File: src/design/assert_macros.svh
// Assertion macros shared by the responder RTL.
`ifndef ASSERT_MACROS_SVH
`define ASSERT_MACROS_SVH
`ifndef NO_ASSERTIONS
`define ASSERT_IMPLY(lbl, clk, rst_n, ante, cons) \
    lbl: assert property (@(posedge clk) disable iff (!rst_n) (ante) |-> (cons)) \
        else $error("assertion failed");
`define ASSERT_NEXT(lbl, clk, rst_n, ante, cons) \
    lbl: assert property (@(posedge clk) disable iff (!rst_n) (ante) |=> (cons)) \
        else $error("assertion failed");
`else
`define ASSERT_IMPLY(lbl, clk, rst_n, ante, cons)
`define ASSERT_NEXT(lbl, clk, rst_n, ante, cons)
`endif
`endif

File: src/design/mrr_pkg.sv
// Package: constants, codes and types of the Modbus RTU request responder.
`default_nettype none
package mrr_pkg;
    localparam int BYTE_W      = 8;
    localparam int MAX_REGS    = 8;
    localparam int TABLE_DEPTH = 8;
    localparam int TABLE_IDX_W = $clog2(TABLE_DEPTH);
    localparam int REG_LIMIT   = (MAX_REGS < TABLE_DEPTH) ? MAX_REGS : TABLE_DEPTH;
    localparam int REG_CNT_W   = $clog2(REG_LIMIT + 1);
    localparam int CRC_W       = 16;
    localparam int CFG_IDX_W   = 1;
    localparam int S_TDATA_W   = 24;

    localparam logic [CRC_W-1:0]  CRC_INIT         = 16'hFFFF;
    localparam logic [CRC_W-1:0]  CRC_POLY         = 16'hA001;
    localparam logic [BYTE_W-1:0] WRITE_FUNC_LIMIT = 8'd5;

    localparam logic [CFG_IDX_W-1:0] CFG_REPLY_ADDRESS  = 1'b0;
    localparam logic [CFG_IDX_W-1:0] CFG_REPLY_FUNCTION = 1'b1;
    localparam logic [BYTE_W-1:0]    RESET_REPLY_ADDRESS  = 8'h02;
    localparam logic [BYTE_W-1:0]    RESET_REPLY_FUNCTION = 8'h03;

    localparam logic MODE_RX_BYTE    = 1'b0;
    localparam logic MODE_TABLE_LOAD = 1'b1;
    localparam logic KIND_RESPONSE   = 1'b0;
    localparam logic KIND_WRITE      = 1'b1;

    localparam logic [2:0] POS_FUNCTION = 3'd1;
    localparam logic [2:0] POS_COUNT    = 3'd5;
    localparam logic [2:0] POS_CRC_LO   = 3'd6;
    localparam logic [2:0] POS_CRC_HI   = 3'd7;

    typedef struct packed {
        logic init;
        logic start;
    } crc_ctl_t;
endpackage
`default_nettype wire

File: src/design/mrr_crc_serial.sv
// Bit-serial CRC-16 unit: folds one byte into the running CRC, one bit per cycle.
`default_nettype none
module mrr_crc_serial
    import mrr_pkg::*;
(
    input  wire logic              clk,
    input  wire logic              rst_n,
    input  wire crc_ctl_t          ctl,
    input  wire logic [BYTE_W-1:0] din,
    output logic      [CRC_W-1:0]  crc,
    output logic                   busy
);
    logic [CRC_W-1:0]  crc_reg;
    logic [BYTE_W-1:0] shift_reg;
    logic [2:0]        cnt_reg;
    logic              busy_reg;
    logic              fb;

    assign fb   = crc_reg[0] ^ shift_reg[0];
    assign crc  = crc_reg;
    assign busy = busy_reg;

    always_ff @(posedge clk or negedge rst_n)
    begin
        if (!rst_n)
        begin
            crc_reg   <= CRC_INIT;
            shift_reg <= '0;
            busy_reg  <= 1'b0;
            cnt_reg   <= '0;
        end
        else if (ctl.init)
        begin
            crc_reg  <= CRC_INIT;
            busy_reg <= 1'b0;
            cnt_reg  <= '0;
        end
        else if (ctl.start)
        begin
            shift_reg <= din;
            busy_reg  <= 1'b1;
            cnt_reg   <= '0;
        end
        else if (busy_reg)
        begin
            crc_reg   <= {1'b0, crc_reg[CRC_W-1:1]} ^ (fb ? CRC_POLY : '0);
            shift_reg <= {1'b0, shift_reg[BYTE_W-1:1]};
            cnt_reg   <= cnt_reg + 3'd1;
            if (cnt_reg == 3'd7)
            begin
                busy_reg <= 1'b0;
            end
        end
    end
endmodule
`default_nettype wire

File: src/design/mrr_data_table.sv
// Register data table: one write port, one read port, cleared at reset.
`default_nettype none
module mrr_data_table
    import mrr_pkg::*;
(
    input  wire logic                   clk,
    input  wire logic                   rst_n,
    input  wire logic                   wr_en,
    input  wire logic [TABLE_IDX_W-1:0] wr_idx,
    input  wire logic [BYTE_W-1:0]      wr_data,
    input  wire logic [TABLE_IDX_W-1:0] rd_idx,
    output logic      [BYTE_W-1:0]      rd_data
);
    logic [BYTE_W-1:0] entry_reg [TABLE_DEPTH];

    assign rd_data = entry_reg[rd_idx];

    always_ff @(posedge clk or negedge rst_n)
    begin
        if (!rst_n)
        begin
            for (int i = 0; i < TABLE_DEPTH; i++)
            begin
                entry_reg[i] <= '0;
            end
        end
        else if (wr_en)
        begin
            entry_reg[wr_idx] <= wr_data;
        end
    end
endmodule
`default_nettype wire

File: src/design/modbus_rtu_request_responder_core.sv
// Top level: Modbus RTU request receiver, CRC check and response generator.
// Each request byte is folded into a bit-serial CRC-16, so the input is busy
// until the CRC unit has shifted in the whole byte; table loads and the two
// check bytes do not start the CRC unit. A read response goes out when the
// sink is ready and the same CRC unit has serialized the byte before it; the
// two CRC bytes are read from the CRC register and a write result is a single
// byte marked last. No input is taken while a response is built.
`default_nettype none
`include "assert_macros.svh"
module modbus_rtu_request_responder_core
    import mrr_pkg::*;
(
    input  wire logic                 clk,
    input  wire logic                 rst_n,
    input  wire logic                 s_tvalid,
    output logic                      s_tready,
    // [7:0] rx_byte, [10:8] entry_index, [18:11] entry_value, [23:19] zero
    input  wire logic [S_TDATA_W-1:0] s_tdata,
    // [0] mode
    input  wire logic                 s_tuser,
    output logic                      m_tvalid,
    input  wire logic                 m_tready,
    // [7:0] out_byte
    output logic      [BYTE_W-1:0]    m_tdata,
    // [0] kind
    output logic                      m_tuser,
    output logic                      m_tlast,
    input  wire logic                 cfg_valid,
    output logic                      cfg_ready,
    input  wire logic [CFG_IDX_W-1:0] cfg_index,
    input  wire logic [BYTE_W-1:0]    cfg_data
);
    typedef enum logic [3:0] {
        S_IDLE,
        S_WRITE,
        S_TX_ADDR,
        S_TX_FUNC,
        S_TX_COUNT,
        S_TX_ZERO,
        S_TX_DATA,
        S_TX_CRC_LO,
        S_TX_CRC_HI
    } state_t;

    state_t                 state_reg, state_next;
    logic [2:0]             rx_pos_reg, rx_pos_next;
    logic [BYTE_W-1:0]      func_reg, func_next;
    logic [BYTE_W-1:0]      count_reg, count_next;
    logic                   matched_reg, matched_next;
    logic [REG_CNT_W-1:0]   reg_idx_reg, reg_idx_next;
    logic                   m_tvalid_reg, m_tvalid_next;
    logic [BYTE_W-1:0]      m_tdata_reg, m_tdata_next;
    logic                   m_tuser_reg, m_tuser_next;
    logic                   m_tlast_reg, m_tlast_next;
    logic [BYTE_W-1:0]      reply_addr_reg, reply_func_reg;

    logic [BYTE_W-1:0]      rx_byte, entry_value, table_rd;
    logic [TABLE_IDX_W-1:0] entry_index;
    logic                   in_acc, out_free, tx_go, table_we;
    logic [REG_CNT_W-1:0]   reg_cnt, reg_idx_inc;
    crc_ctl_t               crc_ctl;
    logic [BYTE_W-1:0]      crc_din;
    logic [CRC_W-1:0]       crc;
    logic                   crc_busy;

    assign rx_byte     = s_tdata[7:0];
    assign entry_index = s_tdata[10:8];
    assign entry_value = s_tdata[18:11];

    assign s_tready  = (state_reg == S_IDLE) && !crc_busy;
    assign in_acc    = s_tvalid && s_tready;
    assign out_free  = !m_tvalid_reg || m_tready;
    assign tx_go     = out_free && !crc_busy;
    assign table_we  = in_acc && (s_tuser == MODE_TABLE_LOAD);
    assign cfg_ready = 1'b1;

    assign m_tvalid = m_tvalid_reg;
    assign m_tdata  = m_tdata_reg;
    assign m_tuser  = m_tuser_reg;
    assign m_tlast  = m_tlast_reg;

    assign reg_cnt     = (count_reg > BYTE_W'(REG_LIMIT)) ? REG_CNT_W'(REG_LIMIT)
                                                          : REG_CNT_W'(count_reg);
    assign reg_idx_inc = reg_idx_reg + REG_CNT_W'(1);

    mrr_crc_serial u_crc (
        .clk  (clk),
        .rst_n(rst_n),
        .ctl  (crc_ctl),
        .din  (crc_din),
        .crc  (crc),
        .busy (crc_busy)
    );

    mrr_data_table u_table (
        .clk    (clk),
        .rst_n  (rst_n),
        .wr_en  (table_we),
        .wr_idx (entry_index),
        .wr_data(entry_value),
        .rd_idx (reg_idx_reg[TABLE_IDX_W-1:0]),
        .rd_data(table_rd)
    );

    always_comb
    begin
        state_next    = state_reg;
        rx_pos_next   = rx_pos_reg;
        func_next     = func_reg;
        count_next    = count_reg;
        matched_next  = matched_reg;
        reg_idx_next  = reg_idx_reg;
        m_tvalid_next = m_tvalid_reg && !m_tready;
        m_tdata_next  = m_tdata_reg;
        m_tuser_next  = m_tuser_reg;
        m_tlast_next  = m_tlast_reg;
        crc_ctl       = '0;
        crc_din       = rx_byte;

        case (state_reg)
            S_IDLE:
            begin
                if (in_acc && (s_tuser == MODE_RX_BYTE))
                begin
                    if (rx_pos_reg <= POS_COUNT)
                    begin
                        crc_ctl.start = 1'b1;
                        if (rx_pos_reg == POS_FUNCTION)
                        begin
                            func_next = rx_byte;
                        end
                        if (rx_pos_reg == POS_COUNT)
                        begin
                            count_next = rx_byte;
                        end
                        rx_pos_next = rx_pos_reg + 3'd1;
                    end
                    else if (rx_pos_reg == POS_CRC_LO)
                    begin
                        matched_next = (rx_byte == crc[7:0]);
                        rx_pos_next  = POS_CRC_HI;
                    end
                    else
                    begin
                        rx_pos_next  = '0;
                        matched_next = 1'b0;
                        crc_ctl.init = 1'b1;
                        reg_idx_next = '0;
                        if (matched_reg && (rx_byte == crc[15:8]))
                        begin
                            state_next = (func_reg > WRITE_FUNC_LIMIT) ? S_WRITE : S_TX_ADDR;
                        end
                    end
                end
            end
            S_WRITE:
            begin
                if (out_free)
                begin
                    m_tvalid_next = 1'b1;
                    m_tdata_next  = count_reg;
                    m_tuser_next  = KIND_WRITE;
                    m_tlast_next  = 1'b1;
                    state_next    = S_IDLE;
                end
            end
            S_TX_ADDR, S_TX_FUNC, S_TX_COUNT, S_TX_ZERO, S_TX_DATA:
            begin
                case (state_reg)
                    S_TX_ADDR:  crc_din = reply_addr_reg;
                    S_TX_FUNC:  crc_din = reply_func_reg;
                    S_TX_COUNT: crc_din = BYTE_W'({reg_cnt, 1'b0});
                    S_TX_ZERO:  crc_din = '0;
                    default:    crc_din = table_rd;
                endcase
                if (tx_go)
                begin
                    crc_ctl.start = 1'b1;
                    m_tvalid_next = 1'b1;
                    m_tdata_next  = crc_din;
                    m_tuser_next  = KIND_RESPONSE;
                    m_tlast_next  = 1'b0;
                    case (state_reg)
                        S_TX_ADDR:  state_next = S_TX_FUNC;
                        S_TX_FUNC:  state_next = S_TX_COUNT;
                        S_TX_COUNT: state_next = (reg_cnt == '0) ? S_TX_CRC_LO : S_TX_ZERO;
                        S_TX_ZERO:  state_next = S_TX_DATA;
                        default:
                        begin
                            reg_idx_next = reg_idx_inc;
                            state_next   = (reg_idx_inc == reg_cnt) ? S_TX_CRC_LO : S_TX_ZERO;
                        end
                    endcase
                end
            end
            S_TX_CRC_LO:
            begin
                if (tx_go)
                begin
                    m_tvalid_next = 1'b1;
                    m_tdata_next  = crc[7:0];
                    m_tuser_next  = KIND_RESPONSE;
                    m_tlast_next  = 1'b0;
                    state_next    = S_TX_CRC_HI;
                end
            end
            S_TX_CRC_HI:
            begin
                if (tx_go)
                begin
                    m_tvalid_next = 1'b1;
                    m_tdata_next  = crc[15:8];
                    m_tuser_next  = KIND_RESPONSE;
                    m_tlast_next  = 1'b1;
                    crc_ctl.init  = 1'b1;
                    state_next    = S_IDLE;
                end
            end
            default:
            begin
                state_next = S_IDLE;
            end
        endcase
    end

    always_ff @(posedge clk or negedge rst_n)
    begin
        if (!rst_n)
        begin
            state_reg    <= S_IDLE;
            rx_pos_reg   <= '0;
            func_reg     <= '0;
            count_reg    <= '0;
            matched_reg  <= 1'b0;
            reg_idx_reg  <= '0;
            m_tvalid_reg <= 1'b0;
            m_tdata_reg  <= '0;
            m_tuser_reg  <= KIND_RESPONSE;
            m_tlast_reg  <= 1'b0;
        end
        else
        begin
            state_reg    <= state_next;
            rx_pos_reg   <= rx_pos_next;
            func_reg     <= func_next;
            count_reg    <= count_next;
            matched_reg  <= matched_next;
            reg_idx_reg  <= reg_idx_next;
            m_tvalid_reg <= m_tvalid_next;
            m_tdata_reg  <= m_tdata_next;
            m_tuser_reg  <= m_tuser_next;
            m_tlast_reg  <= m_tlast_next;
        end
    end

    always_ff @(posedge clk or negedge rst_n)
    begin
        if (!rst_n)
        begin
            reply_addr_reg <= RESET_REPLY_ADDRESS;
            reply_func_reg <= RESET_REPLY_FUNCTION;
        end
        else if (cfg_valid && cfg_ready)
        begin
            case (cfg_index)
                CFG_REPLY_ADDRESS:  reply_addr_reg <= cfg_data;
                CFG_REPLY_FUNCTION: reply_func_reg <= cfg_data;
                default:            ;
            endcase
        end
    end

    `ASSERT_IMPLY(a_crc_start_idle, clk, rst_n, crc_ctl.start, !crc_busy)
    `ASSERT_IMPLY(a_out_no_overwrite, clk, rst_n,
        (m_tvalid_next && (m_tdata_next != m_tdata_reg || m_tlast_next != m_tlast_reg)),
        (!m_tvalid_reg || m_tready))
    `ASSERT_IMPLY(a_reg_idx_range, clk, rst_n,
        (state_reg == S_TX_ZERO || state_reg == S_TX_DATA), (reg_idx_reg < reg_cnt))
    `ASSERT_NEXT(a_resp_ends_last, clk, rst_n, (state_reg == S_TX_CRC_HI && tx_go),
        (state_reg == S_IDLE && m_tvalid_reg && m_tlast_reg))
endmodule
`default_nettype wire
File: config.mk
export PLATFORM = sky130hd
export DESIGN_NAME = modbus_rtu_request_responder_core
export DESIGN_NICKNAME = d
export VERILOG_FILES = /design/src/design/mrr_pkg.sv /design/src/design/mrr_crc_serial.sv /design/src/design/mrr_data_table.sv /design/src/design/modbus_rtu_request_responder_core.sv
export VERILOG_INCLUDE_DIRS = /design/src /design/src/design
export SDC_FILE = /design/constraint.sdc
export NUM_CORES = 1
export LEC_CHECK = 0
export BUFFER_PORTS_ARGS = -buffer_cell sky130_fd_sc_hd__buf_2
export CAP_MARGIN = 20
export CORE_MARGIN = 4
export CORE_UTILIZATION = 54
export DETAILED_ROUTE_END_ITERATION = 12
export HOLD_SLACK_MARGIN = 0.1
export PLACE_DENSITY = 0.81
export SLEW_MARGIN = 20
export SYNTH_ARGS = -nofsm -noshare
export SYNTH_HDL_FRONTEND = slang
export SYNTH_HIERARCHICAL = 1
export SYNTH_SLANG_ARGS = --single-unit
export TNS_END_PERCENT = 20
File: constraint.sdc
create_clock -name clk -period 3.46 [get_ports clk]
set_input_delay 0.519 -clock clk [delete_from_list [all_inputs] [get_ports clk]]
set_output_delay 0.519 -clock clk [all_outputs]
set_load 0.005 [all_outputs]
# Word level (Yosys, flattened, before mapping)
# Cells that the tools add are included.
# Widths: inputs -> output; s select.
# totals
mem_count	0
in_bits	39
ram_bits	0
output_inout_bits	13
latch_bits	0
ff_bits	147
elab_cells	170
rom_bits	0
# classes
n_bitwise	8
addsub	3
div	0
reduce_logical	38
n_shift	0
n_mul	0
magnitude_cmp	6
eq_ne	27
mux	64
# op_table
operator	count
$mux 8	10
$bwmux 64	1
$mux 16	4
$pmux 8 s4	2
$mux 4	14
$bmux 8 s3	1
$demux 8 s3	1
$pmux 4 s5	1
$eq 4x3->1 const B	4
$eq 8x8->1	2
$xor 15x16->16	1
$mux 3	5
$mux 1	14
$ne 2x2->1 const B	7
$pmux 3 s4	1
$reduce_and 4->1	3
$ne 2x1->1 const B	5
$reduce_and 2->1	5
$eq 3x3->1 const B	3
$eq 4x2->1 const B	2
$ge 4x4->1 const B	2
$gt 8x3->1 const B	1
$gt 8x4->1 const B	1
$logic_and 1x1->1	8
other kinds (29)	48

# Logic depth before layout (Yosys ltp)
# Gate-level depths: netlist (run 1).
# depth
word_depth	8
ltp_mapped	12
mapped_depth_nobuf	9

# Hierarchy
# The synthesis (run 1) kept the hierarchy.
# modules_own_cells
mod	area_each_um2	seq_area_each_um2	n_inst	cells_per_inst
modbus_rtu_request_responder_core	3350.7	1355.0	1	344
mrr_data_table	2992.9	1601.5	1	172
mrr_crc_serial	1296.2	720.7	1	126

# Least setup slack after synthesis (run 1)
# No wires, ideal clock.
# synth_path
path_kind	reg-to-reg
from	register state_reg[1]
to	register u_crc.crc_reg[15] (netlist: u_crc/crc[15])
stages_incl_launch_ff	12
arrival_time_ps	2245
t_required_ps	3378
slack_ps	1133
period_less_slack_ps	2327
setup_time_ps	82
path_buffers	4
cell_sequence	dfrtp_1 buf_2 and2_1 buf_4 nand2_1 nand2_1 clkbuf_1 o22ai_1 nand2b_2 buf_4 nor2_1 a211o_1
# synth_lines
element	line	rtl
start: declaration	modbus_rtu_request_responder_core.sv:45	state_t state_reg, state_next;
start signal: assignment	modbus_rtu_request_responder_core.sv:243	state_reg <= state_next;
end signal: assignment	mrr_crc_serial.sv:46	crc_reg <= {1'b0, crc_reg[CRC_W-1:1]} ^ (fb ? CRC_POLY : '0);
end: declaration	mrr_crc_serial.sv:13	logic [CRC_W-1:0] crc_reg;

==> results of run 1 <==
==> worst max-delay path: cells and delay by family, from the launching register on <==
family | cells | cell delay, ns
buffers and inverters | 2 | 0.46
and+or+nand+nor | 5 | 1.10
DFF | 1 | 0.73
AOI/OAI and AO/OA | 2 | 0.42
==> worst paths after layout <==
path	slack (ns)	cells past startpoint	to	start
max	0.60	9	u_crc/shift_reg[7]$_DFFE_PN0P_	state_reg[2]$_DFFE_PN0P_
min	0.34	2	reply_addr_reg[4]$_DFFE_PN0P_	cfg_data[4]
max reg2reg	0.60	9	u_crc/shift_reg[7]$_DFFE_PN0P_	state_reg[2]$_DFFE_PN0P_
min in group asynchronous	0.64	2	u_table/entry_reg[32]$_DFFE_PN0P_	rst_n
min reg2reg	0.49	2	m_tdata[1]$_DFFE_PN0P_	m_tdata[1]$_DFFE_PN0P_
max in group asynchronous	1.94	3	u_crc/crc[15]$_DFFE_PN1P_	rst_n
==> per-stage QoR <==
stage          power (mW)  setup WS, ns  hold slack, ns  std cells
2_1_floorplan        4.28          1.13           0.223        642
3_3_place_gp         4.70         0.765           0.467        845
3_5_place_dp         4.88         0.697           0.473        845
4_1_cts              6.96         0.647           0.316        878
5_1_grt              7.32         0.397           0.318        878
6_report             6.94         0.597           0.336        878
==> cell type report <==
cell class,instances,area (sq um)
fillers,1029,5200
multi-input cells,446,3710
flip-flops and latches,146,3680
clock buffers,18,439
repair buffers,59,352
well taps,180,225
clock inverters,14,224
inverters,15,56.3
==> placed cells by master, fill, tap and decap left out, types with 5 or more instances in the layout <==
cell and n:
mux2_1 14, nor2_1 19, dfrtp_1 127, a21o_1 8
nand3b_1 14, o21ai_1 14, inv_1 15, o22a_1 7
nand4_1 6, mux4_1 15, o22ai_1 9, xor2_1 10
nand2_1 61, xnor2_1 14, buf_4 12, nor3b_1 6
clkbuf_16 17, bufinv_16 5, nor2b_1 9, o21ai_0 31
a21oi_1 22, dfstp_2 19, ha_1 6, mux2i_1 10
buf_2 44, nor4_1 5, mux2_2 88, nor3_1 11
==> Yosys cell counts, drive strengths merged (7+ instances only) <==
cell type | number | area [sq um]
mux2 | 102 | 1150
mux2i | 10 | 100
nand3b | 14 | 105
nor3b | 7 | 63.8
mux4 | 16 | 417
o21ai | 45 | 225
a21oi | 22 | 110
nor2 | 21 | 103
o22ai | 10 | 68.8
buf | 27 | 170
dfrtp | 127 | 3180
inv | 15 | 56.3
o22a | 7 | 61.3
xnor2 | 14 | 123
nor2b | 9 | 56.3
nand2 | 63 | 241
clkbuf | 8 | 30.0
dfstp | 19 | 499
a21o | 8 | 60.1
nor3 | 14 | 91.3
xor2 | 10 | 87.6
==> cells by family (layout without fill, tap and decap cells) <==
| kind of cell | Yosys count | in the layout | share of synthesized area, % |
|---|---|---|---|
| other cells | 1 | 1 | 0.0491 |
| fa+ha+maj | 6 | 6 | 0.983 |
| compound gates | 117 | 117 | 9.73 |
| xor+xnor | 24 | 24 | 2.75 |
| simple gates | 170 | 170 | 13.2 |
| buf+inv | 50 | 106 | 3.36 |
| flops | 146 | 146 | 48.1 |
| mux | 128 | 128 | 21.8 |
==> per-layer routing <==
metal	share of wire (%)	wire, microns	vias up	GRT usage [%]
li1	-	-	2432	-
met4	2.0	351	0	7.70
met5	0	0	-	0
met2	48	8370	185	36.1
met3	6.8	1180	27	6.36
met1	43	7430	2643	30.4
==> power groups by stage <==
| stage | combinational (mW) | clock, mW | sequential (mW) |
|---|---|---|---|
| global route | 2.24 | 2.15 | 2.93 |
| detailed placement | 2.01 | 0 | 2.87 |
| floorplan | 1.57 | 0 | 2.70 |
| CTS | 2.03 | 2.08 | 2.84 |
| global placement | 1.90 | 0 | 2.81 |
| finish | 2.04 | 2.05 | 2.85 |
==> implementation parameters, run 1 <==
Parameter                              Value

CTS
  CTS clock-pin slew for the worst setup and hold paths    around 0.060 ns
  Post-CTS Setup Bufs    0
  Post-CTS Hold Buffers    1
  Number of buffers created by CTS    17
  Clock tree from TritonCTS    yes
  CTS HTree Levels    4
  Worst-case clock buffer depth    2
  Clock Root Buffer    clkbuf_16
  Total of cells resized after clock tree synthesis    0
  Insertion delay of the later-clocked pin in the worst-skew pair    ~0.43 ns
  Number of clock sinks    ~150

Drt
  Post-detailed-route via-to-cell ratio    ~6
  Average wire per cell in the routed design    between 15 and 20 microns
  Antenna-violating nets left    0
  Router iterations before antenna repair    5
  Total number of vias    5,287
  Sum of routed wire length over all layers    ~17,000 microns
  Iteration-0 DRC Markers    about 470
  DRC    0

Global route
  GRT Util Overall    between 20% and 30%
  Number of antenna violations at the first check in global routing    0
  Via count of the first global-routing pass    approximately 5,400
  Maximum number of pins on one net before global-route repair    a little under 90
  Wire length of the first global-routing pass    28,700 microns
  Overflow left after global routing    0

STA
  Timing-limited maximum frequency    roughly 350 MHz
  Final Cycle Share    just over 80%
  Worst Clk Skew    0.0143 ns
  Slew Viols, Final    0
  Final count of hold timing violations    0
  Minimum period implied by the final worst setup slack    about 2.9 ns
  Final setup violation count    0
  RSZ-0062 raised after global routing    no
  Worst slew pin tran    0.781 ns
  Post-route setup TNS    0 ns
  Max-slew headroom    between 40% and 50%

Status
  Outcome    finished, final reports clean

Flow run
  Reported max-cap violation count    0

Pwr
  Sequential share of power    roughly two fifths
  Switching component of the power    between 2 and 2.5 mW
  Combinational fraction of design power    slightly below 30%
  PD cells    about 800 nW/um^2
  Clock Power Share    a little under 30%
  Switching part of the total    around a third
  P_int    approximately 4.7 mW
  VDD IR-drop max    0.364 mV
  Static leakage    3.91 nW

Final layout
  Flip-flop count of the largest register after layout    64
  Number of antenna diodes    0
  Net count reported at finish    730
  Share of layout cells above drive strength 1    ~31%
  Area growth syn-to-layout    13.6%
  Final design utilization    62.5%
  Post-route cell area    approximately 8700 sq um

Yosys
  Syn Nets    between 600 and 700
  Share of the yosys chip area belonging to registers    48.1%
  Number of unique standard cell types used by synthesis    71
  Number of synthesized flops with an enable pin    0
  Synthesis Warnings    6
  Post-synth ARST share    between 90% and 100%
  Synthesized area divided by synthesized cell count    between 10 and 15 sq um
  Seq cells post-synth    between 100 and 150
  Cell area after synthesis    about 7600 sq um
  Number of standard cells after synthesis    ~640
  Top_reg_cell synth    dfrtp_1

Place
  Placed wire-length estimate after detailed placement    11,900 microns
  GPL Wtd Cong    0.939
  Count of buffers inserted at the top-level ports    between 40 and 50
  Area after DPL    roughly 8000 sq um

Die
  IO Count    52
  Die Span X    roughly 130 microns
  Floorplan row count    43
  Effective utilization at floorplan    between 50% and 60%
  Area of the die    between 15,000 and 20,000 sq um
  Height of the die    around 130 microns
  Core footprint    around 14,000 sq um

Min path
  Path type of the worst min-delay path    in2reg

Worst setup path
  Cell with the most instances on the worst path    nor2_1
  Worst Path Arrival    around 3.1 ns
  Crit path launch type    flip-flop
  Delay of the slowest cell on the worst path    0.73 ns
  Critical Path, Cell by Cell    nor2_1 -> nor2_1 -> nand2_1 -> buf_4 -> o22ai_1 -> buf_4 -> nor2_1 -> nor2_1 -> o22ai_1
  Slowest cell on crit path    dfrtp_1
  Worst path required time    3.74 ns
  Sort of element at the end of the critical path    flip-flop
  Critical path start-end classification    reg2reg
  Largest fanout on the critical path    16
Note: power is estimated with default switching activity, not from simulation.
==> inputs of run 2 (changes only) <==
--- a/config.mk
+++ b/config.mk
@@ -12,7 +12,7 @@
 export CORE_UTILIZATION = 54
 export DETAILED_ROUTE_END_ITERATION = 12
 export HOLD_SLACK_MARGIN = 0.1
-export PLACE_DENSITY = 0.81
+export PLACE_DENSITY = 0.84
 export SLEW_MARGIN = 20
 export SYNTH_ARGS = -nofsm -noshare
 export SYNTH_HDL_FRONTEND = slang
==> constraint.sdc (replaced) <==
create_clock -name clk -period 2.6 [get_ports clk]
set_input_delay 0.39 -clock clk [delete_from_list [all_inputs] [get_ports clk]]
set_output_delay 0.39 -clock clk [all_outputs]
set_load 0.005 [all_outputs]
==> run 2 against run 1 <==
  * Global-route usage increased by 0.74 points
  * Highest routed layer unchanged
  * Final cell count up 1.4%
  * Critical endpoint is now u_table/entry_reg[45]$_DFFE_PN0P_
  * Worst hold slack got worse by 0.13 ns
  * Non-clock buffer count is 12 higher
  * Via count grew 4.2%
  * Clock skew down 0.0068 ns
  * First-iteration DRC count is 13% lower
  * Sequential power is 33% higher
==> implementation parameters, run 2 (same netlist as run 1, synthesis figures left out) <==
Parameter                              Value

Die
  Floorplan row count    43 (unchanged)
  Area of the die    16,100 sq um (unchanged)
  IO Count    52 (unchanged)
  Height of the die    127 microns (unchanged)
  Die Span X    127 microns (unchanged)
  Core footprint    13,900 sq um (unchanged)
  Effective utilization at floorplan    55.0% (unchanged)

Worst setup path
  Sort of element at the end of the critical path    flip-flop
  Crit path launch type    flip-flop
  Largest fanout on the critical path    8 (-8)
  Critical path start-end classification    reg2reg
  Delay of the slowest cell on the worst path    0.43 ns (-0.30 ns)
  Crit path from    state_reg[2]$_DFFE_PN0P_
  Startpoint of the most critical register-to-register path    state_reg[2]$_DFFE_PN0P_
  Critical Path, Cell by Cell    nor4_4 -> and2b_1 -> and3_1 -> nor4bb_1 -> buf_4 -> mux2_2
  Worst path required time    2.91 ns (-0.83 ns)
  Slowest cell on crit path    nor4bb_1
  R2R setup slack    0.13 ns (-0.47 ns)
  Worst Path Arrival    2.78 ns (-0.36 ns)

Final layout
  Area growth syn-to-layout    14.3%
  Share of layout cells above drive strength 1    32.4% (+1.2 points)
  Leading cell type in the layout, fill and taps excluded    dfrtp_1
  Final design utilization    62.9% (+0.36 points)
  Highest-count cells in the layout ignoring fill and taps    dfrtp_1 (127), mux2_2 (88), nand2_1 (61), buf_2 (44), o21ai_0 (31)
  Flip-flop count of the largest register after layout    64 (unchanged)
  Net count reported at finish    742 (+1.6%)
  Number of antenna diodes    0 (unchanged)

Place
  Placed wire-length estimate after detailed placement    12,300 microns (+3.3%)
  Count of buffers inserted at the top-level ports    45 (unchanged)
  GPL Wtd Cong    0.892 (-5.0%)

Global route
  Wire length of the first global-routing pass    29,600 microns (+3.2%)
  Via count of the first global-routing pass    5,586 (+2.8%)
  Maximum number of pins on one net before global-route repair    68 (-22%)
  Number of antenna violations at the first check in global routing    0 (unchanged)
  Overflow left after global routing    0 (unchanged)
  GRT Util Overall    23.5% (+0.74 points)

STA
  Final setup violation count    0 (unchanged)
  RSZ-0062 raised after global routing    no
  Minimum period implied by the final worst setup slack    2.47 ns (-0.391 ns)
  Timing-limited maximum frequency    404 MHz (+16%)
  Max-slew headroom    52.5% (+4.6 points)
  Worst Clk Skew    0.00744 ns (-0.00683 ns)
  Hold WS    0.208 ns (-0.128 ns)
  Slew Viols, Final    0 (unchanged)
  Worst slew pin tran    0.711 ns (-0.0698 ns)
  Post-route setup TNS    0 ns (unchanged)
  Final Cycle Share    95.1% (+12 points)
  Final count of hold timing violations    0 (unchanged)

Drt
  Total number of vias    5,509 (+4.2%)
  Iteration-0 DRC Markers    405 (-13%)
  DRC    0 (unchanged)
  Antenna-violating nets left    0 (unchanged)
  Sum of routed wire length over all layers    18,100 microns (+4.4%)
  Post-detailed-route via-to-cell ratio    6.19 (+2.8%)
  Average wire per cell in the routed design    20.3 microns (+3.0%)
  Router iterations before antenna repair    5 (unchanged)

CTS
  Clock tree from TritonCTS    yes
  Insertion delay of the later-clocked pin in the worst-skew pair    0.43 ns (about the same)
  Number of clock sinks    146 (unchanged)
  CTS HTree Levels    4 (unchanged)
  Post-CTS Setup Bufs    0 (unchanged)
  Worst-case clock buffer depth    2 (unchanged)
  CTS clock-pin slew for the worst setup and hold paths    0.06 ns (about the same)
  Clock Root Buffer    clkbuf_16
  Number of buffers created by CTS    17 (unchanged)

Status
  Outcome    finished, final reports clean

Flow run
  Reported max-cap violation count    0 (unchanged)

Pwr
  VDD IR-drop max    0.527 mV (+45%)
  PD cells    1040 nW/um^2 (+30%)
  Static leakage    3.94 nW (+0.92%)

Min path
  Path type of the worst min-delay path    in2reg
  Start point of the worst min-delay path    cfg_data[1]
-- run 2: cell types whose count changed in the layout (fill, tap and decap cells not counted), sizes merged --
cell and delta:
buf +12, inv +5, bufinv -3, clkinv -3
clkbuf +1
-- run 2: final timing paths --
path                                                           to  cells after the start
max in group asynchronous       u_table/entry_reg[31]$_DFFE_PN0P_                      3
worst min-delay path                reply_addr_reg[1]$_DFFE_PN1P_                      2
worst max register to register  u_table/entry_reg[45]$_DFFE_PN0P_                      6
min in group asynchronous       u_table/entry_reg[26]$_DFFE_PN0P_                      2
worst min register to register             m_tdata[1]$_DFFE_PN0P_                      2
worst max-delay path            u_table/entry_reg[45]$_DFFE_PN0P_                      6
-- run 2: critical path, delay by kind of cell, from the launching register on --
family        cells  cell delay (ns)
buf+inv           1             0.27
flops             1             0.40
mux               1             0.36
simple gates      4             1.33
-- run 2: final cells by class --
cell class	instances	area, sq um
clock buffers	19	443
clock inverters	13	165
fillers	1028	5150
inverters	15	56.3
multi-input cells	446	3710
flip-flops and latches	146	3680
well taps	180	225
repair buffers	71	454
-- run 2: per-stage QoR --
| step | total power [mW] | instance area (sq um) | worst slack [ns] | cells |
|---|---|---|---|---|
| floorplan | 5.69 | 7640 | 0.273 | 642 |
| global placement | 6.29 | 8110 | 0.151 | 857 |
| detailed placement | 6.53 | 8110 | -0.0404 | 857 |
| CTS | 9.10 | 8730 | 0.142 | 890 |
| global route | 9.60 | 8730 | 0.0109 | 890 |
| finish | 9.09 | 8730 | 0.128 | 890 |
-- run 2: metal layers --
layer  wire (microns)  track usage [%]  up-vias
li1                 -                -     2451
met1             7820             31.7     2804
met2             8730             37.6      210
met3             1110             5.77       44
met4              431             7.76        0
met5                0                0        -
-- run 2: power breakdown --
part / switching [mW] / internal (mW)
sequential: 0.615 / 3.16
clock: 1.04 / 1.48
combinational: 1.40 / 1.39
total: 3.06 / 6.04
-- run 2: timing repair --
item                                    4_1_cts  5_1_grt
hold buffers                                  1        0
hold endpoints to repair                     62        0
resized for setup                             1        0
endpoints found under the setup margin        1        0
